===== src/rtl/wtps_pkg.sv =====
// ----------------------------------------------------------------------------
// wtps_pkg: shared types and constants of the weighted three-point smoother.
// Word formats and the record handed from the front end to the back end.
// ----------------------------------------------------------------------------
package wtps_pkg;

  localparam int unsigned DayBits = 9;
  localparam int unsigned WBits   = 19;  // Q3.16 weight, up to 2 * 2^16
  localparam int unsigned WFrac   = 16;

  // Kind of a job for the back end.
  typedef enum logic [1:0] {
    JOB_PASS   = 2'd0,  // emit middle unchanged
    JOB_SMOOTH = 2'd1,  // emit weighted mean of three samples
    JOB_NONE   = 2'd2   // nothing before the tail
  } job_kind_e;

  typedef enum logic [2:0] {
    BK_IDLE, BK_DIV, BK_MUL, BK_QUO, BK_OUT1, BK_OUT2
  } bk_state_e;

endpackage


===== src/rtl/wtps_if.sv =====
// ----------------------------------------------------------------------------
// wtps_in_if / wtps_out_if: valid/ready channels of the smoother.
// Each carries one word per handshake.
// ----------------------------------------------------------------------------
interface wtps_in_if #(parameter int unsigned VALUE_BITS = 16);
  logic                    valid;
  logic                    ready;
  logic [8:0]              day;
  logic signed [VALUE_BITS-1:0] sample;
  logic signed [VALUE_BITS-1:0] uncertainty;
  logic                    final_req;
  modport source (output valid, day, sample, uncertainty, final_req, input ready);
  modport sink   (input valid, day, sample, uncertainty, final_req, output ready);
endinterface

interface wtps_out_if #(parameter int unsigned VALUE_BITS = 16);
  logic                    valid;
  logic                    ready;
  logic [8:0]              out_day;
  logic signed [VALUE_BITS-1:0] smoothed;
  logic                    processed;
  logic                    end_of_series;
  modport source (output valid, out_day, smoothed, processed, end_of_series,
                  input ready);
  modport sink   (input valid, out_day, smoothed, processed, end_of_series,
                  output ready);
endinterface


===== src/rtl/wtps_div.sv =====
// ----------------------------------------------------------------------------
// wtps_div: unsigned restoring divider, one quotient bit per cycle.
// Shared by the reciprocal weights and the final quotient.
// ----------------------------------------------------------------------------
module wtps_div #(
  parameter int unsigned NB = 48,
  parameter int unsigned DB = 40
) (
  input  logic          clk_i,
  input  logic          rst_ni,
  input  logic          start_i,
  input  logic [NB-1:0] num_i,
  input  logic [DB-1:0] den_i,
  output logic          done_o,
  output logic [NB-1:0] quo_o
);
  localparam int unsigned CB = $clog2(NB + 1);

  logic [NB-1:0] q_q, q_d;
  logic [DB:0]   r_q, r_d;
  logic [DB-1:0] dv_q, dv_d;
  logic [CB-1:0] cnt_q, cnt_d;
  logic          busy_q, busy_d, done_q, done_d;
  logic [DB:0]   trial;

  always_comb begin
    q_d = q_q; r_d = r_q; dv_d = dv_q; cnt_d = cnt_q;
    busy_d = busy_q; done_d = 1'b0;
    trial = '0;
    if (start_i) begin
      q_d = num_i; r_d = '0; dv_d = den_i; cnt_d = CB'(NB); busy_d = 1'b1;
    end else if (busy_q) begin
      trial = {r_q[DB-1:0], q_q[NB-1]};
      if (trial >= {1'b0, dv_q}) begin
        r_d = trial - {1'b0, dv_q};
        q_d = {q_q[NB-2:0], 1'b1};
      end else begin
        r_d = trial;
        q_d = {q_q[NB-2:0], 1'b0};
      end
      cnt_d = cnt_q - 1'b1;
      if (cnt_q == CB'(1)) begin
        busy_d = 1'b0; done_d = 1'b1;
      end
    end
  end

  always_ff @(posedge clk_i or negedge rst_ni) begin
    if (!rst_ni) begin
      busy_q <= 1'b0; done_q <= 1'b0; cnt_q <= '0;
    end else begin
      busy_q <= busy_d; done_q <= done_d; cnt_q <= cnt_d;
    end
  end

  always_ff @(posedge clk_i) begin
    q_q <= q_d; r_q <= r_d; dv_q <= dv_d;
  end

  assign done_o = done_q;
  assign quo_o  = q_q;
endmodule


===== src/rtl/wtps_front.sv =====
// ----------------------------------------------------------------------------
// wtps_front: series tracker. Holds the older and middle samples and turns
// each accepted word into one job record for the back end.
// ----------------------------------------------------------------------------
module wtps_front
  import wtps_pkg::*;
#(
  parameter int unsigned VALUE_BITS = 16,
  parameter int unsigned JW = 1
) (
  input  logic          clk_i,
  input  logic          rst_ni,
  wtps_in_if.sink       in_if,
  output logic          job_valid_o,
  input  logic          job_ready_i,
  output logic [JW-1:0] job_o
);
  localparam int unsigned VB = VALUE_BITS;

  logic [DayBits-1:0] od_q, md_q;
  logic [VB-1:0]      ov_q, oe_q, mv_q, me_q;
  logic [1:0]         held_q;
  logic               take;
  job_kind_e          kind;

  assign in_if.ready = job_ready_i;
  assign take        = in_if.valid && job_ready_i;
  assign job_valid_o = in_if.valid;

  always_comb begin
    unique case (held_q)
      2'd0:    kind = JOB_NONE;
      2'd1:    kind = JOB_PASS;
      default: kind = JOB_SMOOTH;
    endcase
  end

  // Record: kind, final, older, middle, newest (day, value, error).
  assign job_o = {kind, in_if.final_req,
                  od_q, ov_q, oe_q, md_q, mv_q, me_q,
                  in_if.day, in_if.sample, in_if.uncertainty};

  always_ff @(posedge clk_i or negedge rst_ni) begin
    if (!rst_ni) begin
      held_q <= 2'd0;
      od_q <= '0; ov_q <= '0; oe_q <= '0;
      md_q <= '0; mv_q <= '0; me_q <= '0;
    end else if (take) begin
      if (in_if.final_req) begin
        held_q <= 2'd0;
      end else begin
        od_q <= md_q; ov_q <= mv_q; oe_q <= me_q;
        md_q <= in_if.day; mv_q <= in_if.sample; me_q <= in_if.uncertainty;
        held_q <= (held_q != 2'd0) ? 2'd2 : 2'd1;
      end
    end
  end
endmodule


===== src/rtl/wtps_fifo.sv =====
// ----------------------------------------------------------------------------
// wtps_fifo: two-entry job queue between front end and back end.
// ----------------------------------------------------------------------------
module wtps_fifo #(
  parameter int unsigned W = 8
) (
  input  logic         clk_i,
  input  logic         rst_ni,
  input  logic         wr_valid_i,
  output logic         wr_ready_o,
  input  logic [W-1:0] wr_data_i,
  output logic         rd_valid_o,
  input  logic         rd_ready_i,
  output logic [W-1:0] rd_data_o
);
  logic [W-1:0] mem_q [2];
  logic         wp_q, rp_q;
  logic [1:0]   cnt_q;
  logic         wr, rd;

  assign wr_ready_o = cnt_q != 2'd2;
  assign rd_valid_o = cnt_q != 2'd0;
  assign wr = wr_valid_i && wr_ready_o;
  assign rd = rd_valid_o && rd_ready_i;
  assign rd_data_o = mem_q[rp_q];

  always_ff @(posedge clk_i or negedge rst_ni) begin
    if (!rst_ni) begin
      wp_q <= 1'b0; rp_q <= 1'b0; cnt_q <= 2'd0;
    end else begin
      if (wr) wp_q <= ~wp_q;
      if (rd) rp_q <= ~rp_q;
      cnt_q <= cnt_q + {1'b0, wr} - {1'b0, rd};
    end
  end

  always_ff @(posedge clk_i) begin
    if (wr) mem_q[wp_q] <= wr_data_i;
  end
endmodule


===== src/rtl/wtps_back.sv =====
// ----------------------------------------------------------------------------
// wtps_back: job executor. For a smoothing job it computes six reciprocals
// and one quotient on a shared serial divider; it emits up to two words per job.
// ----------------------------------------------------------------------------
module wtps_back
  import wtps_pkg::*;
#(
  parameter int unsigned VALUE_BITS = 16,
  parameter int unsigned FRAC_BITS  = 8,
  parameter int unsigned JW = 1
) (
  input  logic          clk_i,
  input  logic          rst_ni,
  input  logic          job_valid_i,
  output logic          job_ready_o,
  input  logic [JW-1:0] job_i,
  wtps_out_if.source    out_if
);
  localparam int unsigned VB = VALUE_BITS;
  localparam int unsigned NB = WFrac + FRAC_BITS + 1;     // reciprocal numerator
  localparam int unsigned SB = WBits + 2;                  // sum of three weights
  localparam int unsigned PB = VB + WBits + 3;             // numerator sum width
  localparam int unsigned DN = (PB > NB) ? PB : NB;
  localparam int unsigned DD = (SB > VB + 1) ? SB : VB + 1;

  bk_state_e st_q, st_d;

  logic [JW-1:0]      j_q;
  logic [2:0]         idx_q;
  logic               first_q;
  logic [WBits-1:0]   w_q [3];
  logic [PB-1:0]      acc_q;
  logic               neg_q;
  logic [VB-1:0]      res_q;
  logic               start;
  logic [DN-1:0]      dnum;
  logic [DD-1:0]      dden;
  logic               ddone;
  logic [DN-1:0]      dquo;

  // Unpack the held job.
  logic [1:0]         kind_bits;
  job_kind_e          kind;
  logic               fin;
  logic [DayBits-1:0] dd [3];
  logic signed [VB-1:0] vv [3];
  logic signed [VB-1:0] ee [3];
  assign {kind_bits, fin, dd[0], vv[0], ee[0], dd[1], vv[1], ee[1],
          dd[2], vv[2], ee[2]} = j_q;
  assign kind = job_kind_e'(kind_bits);

  // Kind and final flag of the job waiting at the queue head.
  job_kind_e          new_kind;
  logic               new_fin;
  assign new_kind = job_kind_e'(job_i[JW-1 -: 2]);
  assign new_fin  = job_i[JW-3];

  // Divider operand for reciprocal step idx: even = day term, odd = error.
  logic [1:0]         wi;
  logic signed [DayBits:0] gap;
  logic [VB-1:0]      ae;
  logic [SB-1:0]      wsum;
  always_comb begin
    wi = idx_q[2:1];
    unique case (wi)
      2'd0:    gap = $signed({1'b0, dd[1]}) - $signed({1'b0, dd[0]});
      2'd2:    gap = $signed({1'b0, dd[2]}) - $signed({1'b0, dd[1]});
      default: gap = '0;
    endcase
    if (gap < 0) gap = '0;
    ae = ee[wi][VB-1] ? VB'(-ee[wi]) : VB'(ee[wi]);
    wsum = SB'(w_q[0]) + SB'(w_q[1]) + SB'(w_q[2]);
    if (st_q == BK_QUO) begin
      dnum = DN'(acc_q);
      dden = DD'(wsum);
    end else if (!idx_q[0]) begin
      dnum = DN'(1) << WFrac;
      dden = DD'(gap[DayBits-1:0]) + DD'(1);
    end else begin
      dnum = DN'(1) << (WFrac + FRAC_BITS);
      dden = DD'(ae) + (DD'(1) << FRAC_BITS);
    end
  end

  wtps_div #(.NB(DN), .DB(DD)) u_div (
    .clk_i, .rst_ni, .start_i(start), .num_i(dnum), .den_i(dden),
    .done_o(ddone), .quo_o(dquo)
  );

  // Signed product of one term, accumulated as a magnitude with sign.
  logic signed [PB-1:0] prod, acc_s, acc_n;
  assign prod  = PB'(vv[idx_q[1:0]]) *
                 $signed({{(PB-WBits){1'b0}}, w_q[idx_q[1:0]]});
  assign acc_s = $signed(acc_q);
  assign acc_n = (idx_q == 3'd0) ? prod : acc_s + prod;

  logic job_take, out_take;
  assign job_take = (st_q == BK_IDLE) && job_valid_i;
  assign out_take = out_if.valid && out_if.ready;
  assign job_ready_o = st_q == BK_IDLE;

  always_comb begin
    st_d = st_q;
    start = 1'b0;
    unique case (st_q)
      BK_IDLE: if (job_valid_i) begin
        if (new_kind == JOB_SMOOTH) begin
          st_d = BK_DIV;
        end else if (new_kind == JOB_PASS) begin
          st_d = BK_OUT1;
        end else if (new_fin) begin
          st_d = BK_OUT2;
        end
      end
      BK_DIV:  begin
        start = first_q;
        if (ddone && idx_q == 3'd5) st_d = BK_MUL;
      end
      BK_MUL:  if (idx_q == 3'd2) st_d = BK_QUO;
      BK_QUO:  begin
        start = first_q;
        if (ddone) st_d = BK_OUT1;
      end
      BK_OUT1: if (out_take) st_d = fin ? BK_OUT2 : BK_IDLE;
      BK_OUT2: if (out_take) st_d = BK_IDLE;
      default: st_d = BK_IDLE;
    endcase
  end

  // first_q pulses in the cycle in which each divider start is raised, once the step
  // index already selects the operands of the next division.
  always_ff @(posedge clk_i or negedge rst_ni) begin
    if (!rst_ni) begin
      st_q <= BK_IDLE; idx_q <= '0; first_q <= 1'b0;
    end else begin
      st_q <= st_d;
      first_q <= (job_take && st_d == BK_DIV) ||
                 (st_q == BK_DIV && ddone && idx_q != 3'd5) ||
                 (st_q == BK_MUL && idx_q == 3'd2);
      if (job_take) idx_q <= '0;
      else if (st_q == BK_DIV && ddone) idx_q <= (idx_q == 3'd5) ? 3'd0 : idx_q + 1'b1;
      else if (st_q == BK_MUL) idx_q <= (idx_q == 3'd2) ? 3'd0 : idx_q + 1'b1;
    end
  end

  logic [WBits-1:0] rq;
  assign rq = WBits'(dquo);

  always_ff @(posedge clk_i) begin
    if (job_take) j_q <= job_i;
    if (st_q == BK_DIV && ddone) begin
      if (!idx_q[0]) w_q[wi] <= rq;
      else           w_q[wi] <= w_q[wi] + rq;
    end
    if (st_q == BK_MUL) begin
      if (idx_q == 3'd2) begin
        neg_q <= acc_n < 0;
        acc_q <= (acc_n < 0) ? PB'(-acc_n) : PB'(acc_n);
      end else begin
        acc_q <= PB'(acc_n);
      end
    end
    if (st_q == BK_QUO && ddone) res_q <= neg_q ? VB'(-dquo) : VB'(dquo);
  end

  always_comb begin
    out_if.valid = (st_q == BK_OUT1) || (st_q == BK_OUT2);
    if (st_q == BK_OUT1) begin
      out_if.out_day       = dd[1];
      out_if.smoothed      = (kind == JOB_SMOOTH) ? res_q : vv[1];
      out_if.processed     = kind == JOB_SMOOTH;
      out_if.end_of_series = 1'b0;
    end else begin
      out_if.out_day       = dd[2];
      out_if.smoothed      = vv[2];
      out_if.processed     = 1'b0;
      out_if.end_of_series = 1'b1;
    end
  end
endmodule


===== src/rtl/weighted_three_point_smoother_unit.sv =====
// ----------------------------------------------------------------------------
// weighted_three_point_smoother_unit: weighted three-point series smoother.
// Input words on in_if (day, sample, uncertainty, final_req); result words
// on out_if (out_day, smoothed, processed, end_of_series). Each sample is
// emitted once, one word late; the word with final_req also emits itself
// as the closing word of the series. The front end takes a word whenever
// the two-entry job queue has room, and the back end takes a job from the
// queue whenever it is idle. Every division runs on one shared serial
// divider, one quotient bit per cycle; with the default widths a division
// runs from its start through 38 quotient bits to done. A smoothing job
// runs six reciprocal divisions, three multiply-accumulate steps and the
// final quotient division before its word is offered. A pass-through job
// goes straight to its output word, a first sample that is not final emits
// nothing, and a closing word follows as a separate output word. Reset
// clears the held-sample count, the queue and the back end. When the
// receiver stalls, the output word holds steady until taken; the queue
// then fills and input stalls.
// ----------------------------------------------------------------------------
module weighted_three_point_smoother_unit
  import wtps_pkg::*;
#(
  parameter int unsigned VALUE_BITS = 16,
  parameter int unsigned FRAC_BITS  = 8
) (
  input  logic        clk_i,
  input  logic        rst_ni,
  wtps_in_if.sink     in_if,
  wtps_out_if.source  out_if
);
  // Job record: kind, final flag and three (day, value, error) triples.
  localparam int unsigned JW = 2 + 1 + 3 * (DayBits + 2 * VALUE_BITS);

  logic          fj_valid, fj_ready, bj_valid, bj_ready;
  logic [JW-1:0] fj, bj;

  wtps_front #(.VALUE_BITS(VALUE_BITS), .JW(JW)) u_front (
    .clk_i, .rst_ni, .in_if,
    .job_valid_o(fj_valid), .job_ready_i(fj_ready), .job_o(fj)
  );

  wtps_fifo #(.W(JW)) u_fifo (
    .clk_i, .rst_ni,
    .wr_valid_i(fj_valid), .wr_ready_o(fj_ready), .wr_data_i(fj),
    .rd_valid_o(bj_valid), .rd_ready_i(bj_ready), .rd_data_o(bj)
  );

  wtps_back #(.VALUE_BITS(VALUE_BITS), .FRAC_BITS(FRAC_BITS), .JW(JW)) u_back (
    .clk_i, .rst_ni,
    .job_valid_i(bj_valid), .job_ready_o(bj_ready), .job_i(bj),
    .out_if
  );
endmodule


===== src/flat_wrapper.sv =====
// flat-port wrapper written by rule: the top's interface ports become plain ports
module weighted_three_point_smoother_unit_flat import wtps_pkg::*;
#(
  parameter int unsigned VALUE_BITS = 16,
  parameter int unsigned FRAC_BITS  = 8
)
  (clk_i, rst_ni, in_if_valid, in_if_day, in_if_sample, in_if_uncertainty, in_if_final_req, in_if_ready, out_if_valid, out_if_out_day, out_if_smoothed, out_if_processed, out_if_end_of_series, out_if_ready);
  wtps_in_if #(.VALUE_BITS(VALUE_BITS)) in_if_i ();
  wtps_out_if #(.VALUE_BITS(VALUE_BITS)) out_if_i ();
  input  logic clk_i;
  input  logic rst_ni;
  input wire logic [$bits(in_if_i.valid)-1:0] in_if_valid;
  input wire logic [$bits(in_if_i.day)-1:0] in_if_day;
  input wire logic [$bits(in_if_i.sample)-1:0] in_if_sample;
  input wire logic [$bits(in_if_i.uncertainty)-1:0] in_if_uncertainty;
  input wire logic [$bits(in_if_i.final_req)-1:0] in_if_final_req;
  output wire logic [$bits(in_if_i.ready)-1:0] in_if_ready;
  output wire logic [$bits(out_if_i.valid)-1:0] out_if_valid;
  output wire logic [$bits(out_if_i.out_day)-1:0] out_if_out_day;
  output wire logic [$bits(out_if_i.smoothed)-1:0] out_if_smoothed;
  output wire logic [$bits(out_if_i.processed)-1:0] out_if_processed;
  output wire logic [$bits(out_if_i.end_of_series)-1:0] out_if_end_of_series;
  input wire logic [$bits(out_if_i.ready)-1:0] out_if_ready;
  assign in_if_i.valid = in_if_valid;
  assign in_if_i.day = in_if_day;
  assign in_if_i.sample = in_if_sample;
  assign in_if_i.uncertainty = in_if_uncertainty;
  assign in_if_i.final_req = in_if_final_req;
  assign in_if_ready = in_if_i.ready;
  assign out_if_valid = out_if_i.valid;
  assign out_if_out_day = out_if_i.out_day;
  assign out_if_smoothed = out_if_i.smoothed;
  assign out_if_processed = out_if_i.processed;
  assign out_if_end_of_series = out_if_i.end_of_series;
  assign out_if_i.ready = out_if_ready;
  weighted_three_point_smoother_unit #(.VALUE_BITS(VALUE_BITS), .FRAC_BITS(FRAC_BITS)) u_core (.clk_i(clk_i), .rst_ni(rst_ni), .in_if(in_if_i), .out_if(out_if_i));
endmodule

===== config.mk =====
export PLATFORM = sky130hd
export DESIGN_NAME = weighted_three_point_smoother_unit_flat
export DESIGN_NICKNAME = d
export VERILOG_FILES = /design/src/rtl/wtps_pkg.sv /design/src/rtl/wtps_if.sv /design/src/rtl/wtps_div.sv /design/src/rtl/wtps_front.sv /design/src/rtl/wtps_fifo.sv /design/src/rtl/wtps_back.sv /design/src/rtl/weighted_three_point_smoother_unit.sv /design/src/flat_wrapper.sv
export SDC_FILE = /design/constraint.sdc
export NUM_CORES = 2
export LEC_CHECK = 0
export BUFFER_PORTS_ARGS = -buffer_cell sky130_fd_sc_hd__buf_2
export CAP_MARGIN = 20
export CORE_ASPECT_RATIO = 0.5
export CORE_UTILIZATION = 43
export DETAILED_ROUTE_END_ITERATION = 16
export HOLD_SLACK_MARGIN = 0.08
export PLACE_DENSITY = 0.68
export SLEW_MARGIN = 20
export SYNTH_ARGS = -nofsm -noshare
export SYNTH_HDL_FRONTEND = slang
export SYNTH_SLANG_ARGS = --single-unit

===== constraint.sdc =====
create_clock -name clk_i -period 18.9 [get_ports clk_i]
set_clock_uncertainty 0.2 [all_clocks]
set_input_delay 2.835 -clock clk_i [delete_from_list [all_inputs] [get_ports clk_i]]
set_output_delay 2.835 -clock clk_i [all_outputs]
set_load 0.05 [all_outputs]

==> metrics.txt <==
routed wire length=115000 um; Synth Register Bits=a little under 700; number of port buffers=between 70 and 80; Row Count=83; GR peak layer=met2; number of synthesized flops with an enable pin=568; post-CTS sizing=0; share of the synthesized area in the top cell type=0.379; Crit path largest cell delay=850 ps; Hold Path Class=reg -> reg; syn_area_per_cell=11.3 um2; RSZ-0062 raised after global routing=false; Vias=around 31000; Final Critical Period=around 12000 ps; area of the multi-input gates=approximately 23000 um2; DRC viols=0; FF+latch area=between 20000 and 25000 um2; DIE AREA=106000 um2; global-route wire length before repair=around 180000 um; Slowest cell on crit path=o21ai_1; critical path data required time=between 15000 and 20000 ps; H-tree Lvls=3; TritonCTS clock tree=yes; initial antenna violation count=1; GRT Total Usage=0.217; WL per Instance=approximately 21 um; Rel. slew slack=0.231; filler instances=9156; Worst setup EP type=flop; IO Count=75; total grt overflow=0; Gate Count Post-Synth=4000; # setup viols final=0; Fin. Hold Viols=0; Crit Path Max Fanout=56; Worst Path Arrival=around 12000 ps; final-stage net count=about 4600; Synth async-reset ratio=0.149; Slew Viols, Final=0; sequential share of the synthesized area=0.445; Detailed Route Iter0 Violations=about 2800; Fmax=approximately 0.083 GHz; grt met3 use=0.0326; Crit Path Class=reg -> reg; DP HPWL=~85000 um; clock latency at the later pin of the worst-skew pair=around 630 ps; GP Congestion=~0.95; Main synth FF type=edfxtp_1; hold-fix buffers at CTS=0; CTS clk-pin slew, worst paths=around 60 ps; Routed Antenna Nets=0; cts bufs inserted=70; Area Growth Syn to Fin=9.48%; Area contributors post-synth=edfxtp_1, fa_1, ha_1, dfrtp_1, mux2_2; met2 Use GR=0.341; Max clock buf depth=3; number of global-route vias before repair=about 31000; Mapped Area=~45000 um2; synthesized net count=about 4600; Avg Vias per Cell=5.56; CP delay by family, top=compound AO/OA/AOI/OAI gates; post-synth cell types=97; Setup TNS=0 ps; Die Span Y=231 um; ratio of cells with drive above 1 in the final layout=0.128; core area=103000 um2; met1 Usage GRT=0.316; Final period util=0.636; largest net degree at the start of global routing=around 130; area leader, netlist=edfxtp_1; Least-Margin Pin Slew=roughly 1200 ps; status=completed; max-cap violations=0; Clock Tree Root=clkbuf_16; drt first pass iters=5; chip width=460 um; Worst Path Buf+Inv=5; # clock sinks=just under 700; Setup Fix Bufs, Post-CTS=0; Crit path top cell by count=fa_1; Synth Warn #=0; startpoint types=flop; Starting Density=0.436
-- layout make-up --
type	count	area share
multi-input cells	2731	0.463
flip-flops and latches	692	0.407
clock buffers	92	0.0378
well taps	1402	0.0356
inverters	418	0.0318
repair buffers	120	0.0148
clock inverters	36	0.00964
diodes	1	0.0000508
-- flip-flops by register name (all words and copies together), names as in the netlist, 2 cells and up --
name / flops
u_core.u_back.u_div.cnt_q: 6
u_core.u_back.st_q: 3
u_core.u_front.me_q: 16
u_core.u_back.u_div.r_q: 21
u_core.u_fifo.cnt_q: 2
u_core.u_back.acc_q: 38
u_core.u_front.oe_q: 16
u_core.u_back.j_q: 126
u_core.u_front.mv_q: 16
u_core.u_back.u_div.dv_q: 21
u_core.u_back.idx_q: 3
u_core.u_back.res_q: 16
u_core.u_front.od_q: 9
u_core.u_back.w_q: 76
u_core.u_fifo.mem_q: 252
u_core.u_front.held_q: 2
u_core.u_back.u_div.quo_o: 38
u_core.u_front.ov_q: 16
u_core.u_front.md_q: 9
-- cell usage after synthesis (all sizes together) (56+ instances only) --
master  instances
nand2         418
xor2           85
mux2i          88
clkbuf        121
nor2          328
a21oi         204
edfxtp        568
mux2          228
fa            261
nand3          56
ha            251
inv           417
xnor2         110
dfrtp         103
o21ai         167
-- layer usage --
layer	vias up	share of wire
li1	14000	-
met1	15300	0.46
met2	1023	0.45
met3	146	0.067
met4	0	0.021
met5	-	0
-- placed cells by master (no fill, tap or decap), types with 24 or more instances in the layout --
cell	n
a211oi_1	25
o21bai_1	25
edfxtp_1	568
mux2i_1	88
nand2b_1	28
nor2_1	324
nor3_1	49
clkbuf_16	70
ha_1	251
buf_2	73
nand4_1	26
a21o_1	45
a21oi_1	195
o21a_1	34
xnor2_1	110
dfrtp_1	99
inv_1	415
nand2_1	417
nand3_1	56
nor2b_1	24
mux2_2	227
o21ai_1	31
fa_1	261
buf_4	46
o21ai_0	134
xor2_1	85
-- path summary, 6_finish.rpt --
path	start	end	slack, ps	depth (start not counted)
worst max-delay path	u_core.u_back.idx_q[1]	u_core.u_back.acc_q[37]	6880	32
min in group asynchronous	rst_ni	u_core.u_back.u_div.cnt_q[0]	2060	1
worst min-delay path	u_core.u_front.oe_q[8]	u_core.u_fifo.mem_q[1][90]	260	0
worst min register to register	u_core.u_front.oe_q[8]	u_core.u_fifo.mem_q[1][90]	260	0
max in group asynchronous	rst_ni	u_core.u_back.idx_q[1]	15010	2
worst max register to register	u_core.u_back.idx_q[1]	u_core.u_back.acc_q[37]	6880	32
-- metrics by stage --
| step | instances | hold WS, ps | util | worst slack (ps) | cell area, um2 |
|---|---|---|---|---|---|
| after floorplan | 4000 | 238 | - | 3580 | 45000 |
| after global placement | 5363 | 241 | 0.455 | 7220 | 46900 |
| after detailed placement | 5363 | 250 | 0.455 | 7050 | 46900 |
| after CTS | 5491 | 262 | 0.477 | 6970 | 49300 |
| after global routing | 5491 | 267 | 0.478 | 6400 | 49300 |
| final | 5492 | 264 | 0.478 | 6880 | 49300 |
-- kinds of logic (layout without fill, tap and decap cells) --
kind of cell	after synthesis	count (layout)	share of synthesized area
buffers and inverters	577	666	0.0492
DFF	692	692	0.445
other	0	1	0
AOI/OAI and AO/OA	643	643	0.0907
and+or+nand+nor	1042	1042	0.103
adders and majority gates	512	512	0.186
muxes	339	339	0.0881
xor gates and xnor gates	195	195	0.0379
Power is left out: the tool's default activity adds up to more than one toggle a clock period on the data nets, which glitch-free logic cannot reach.
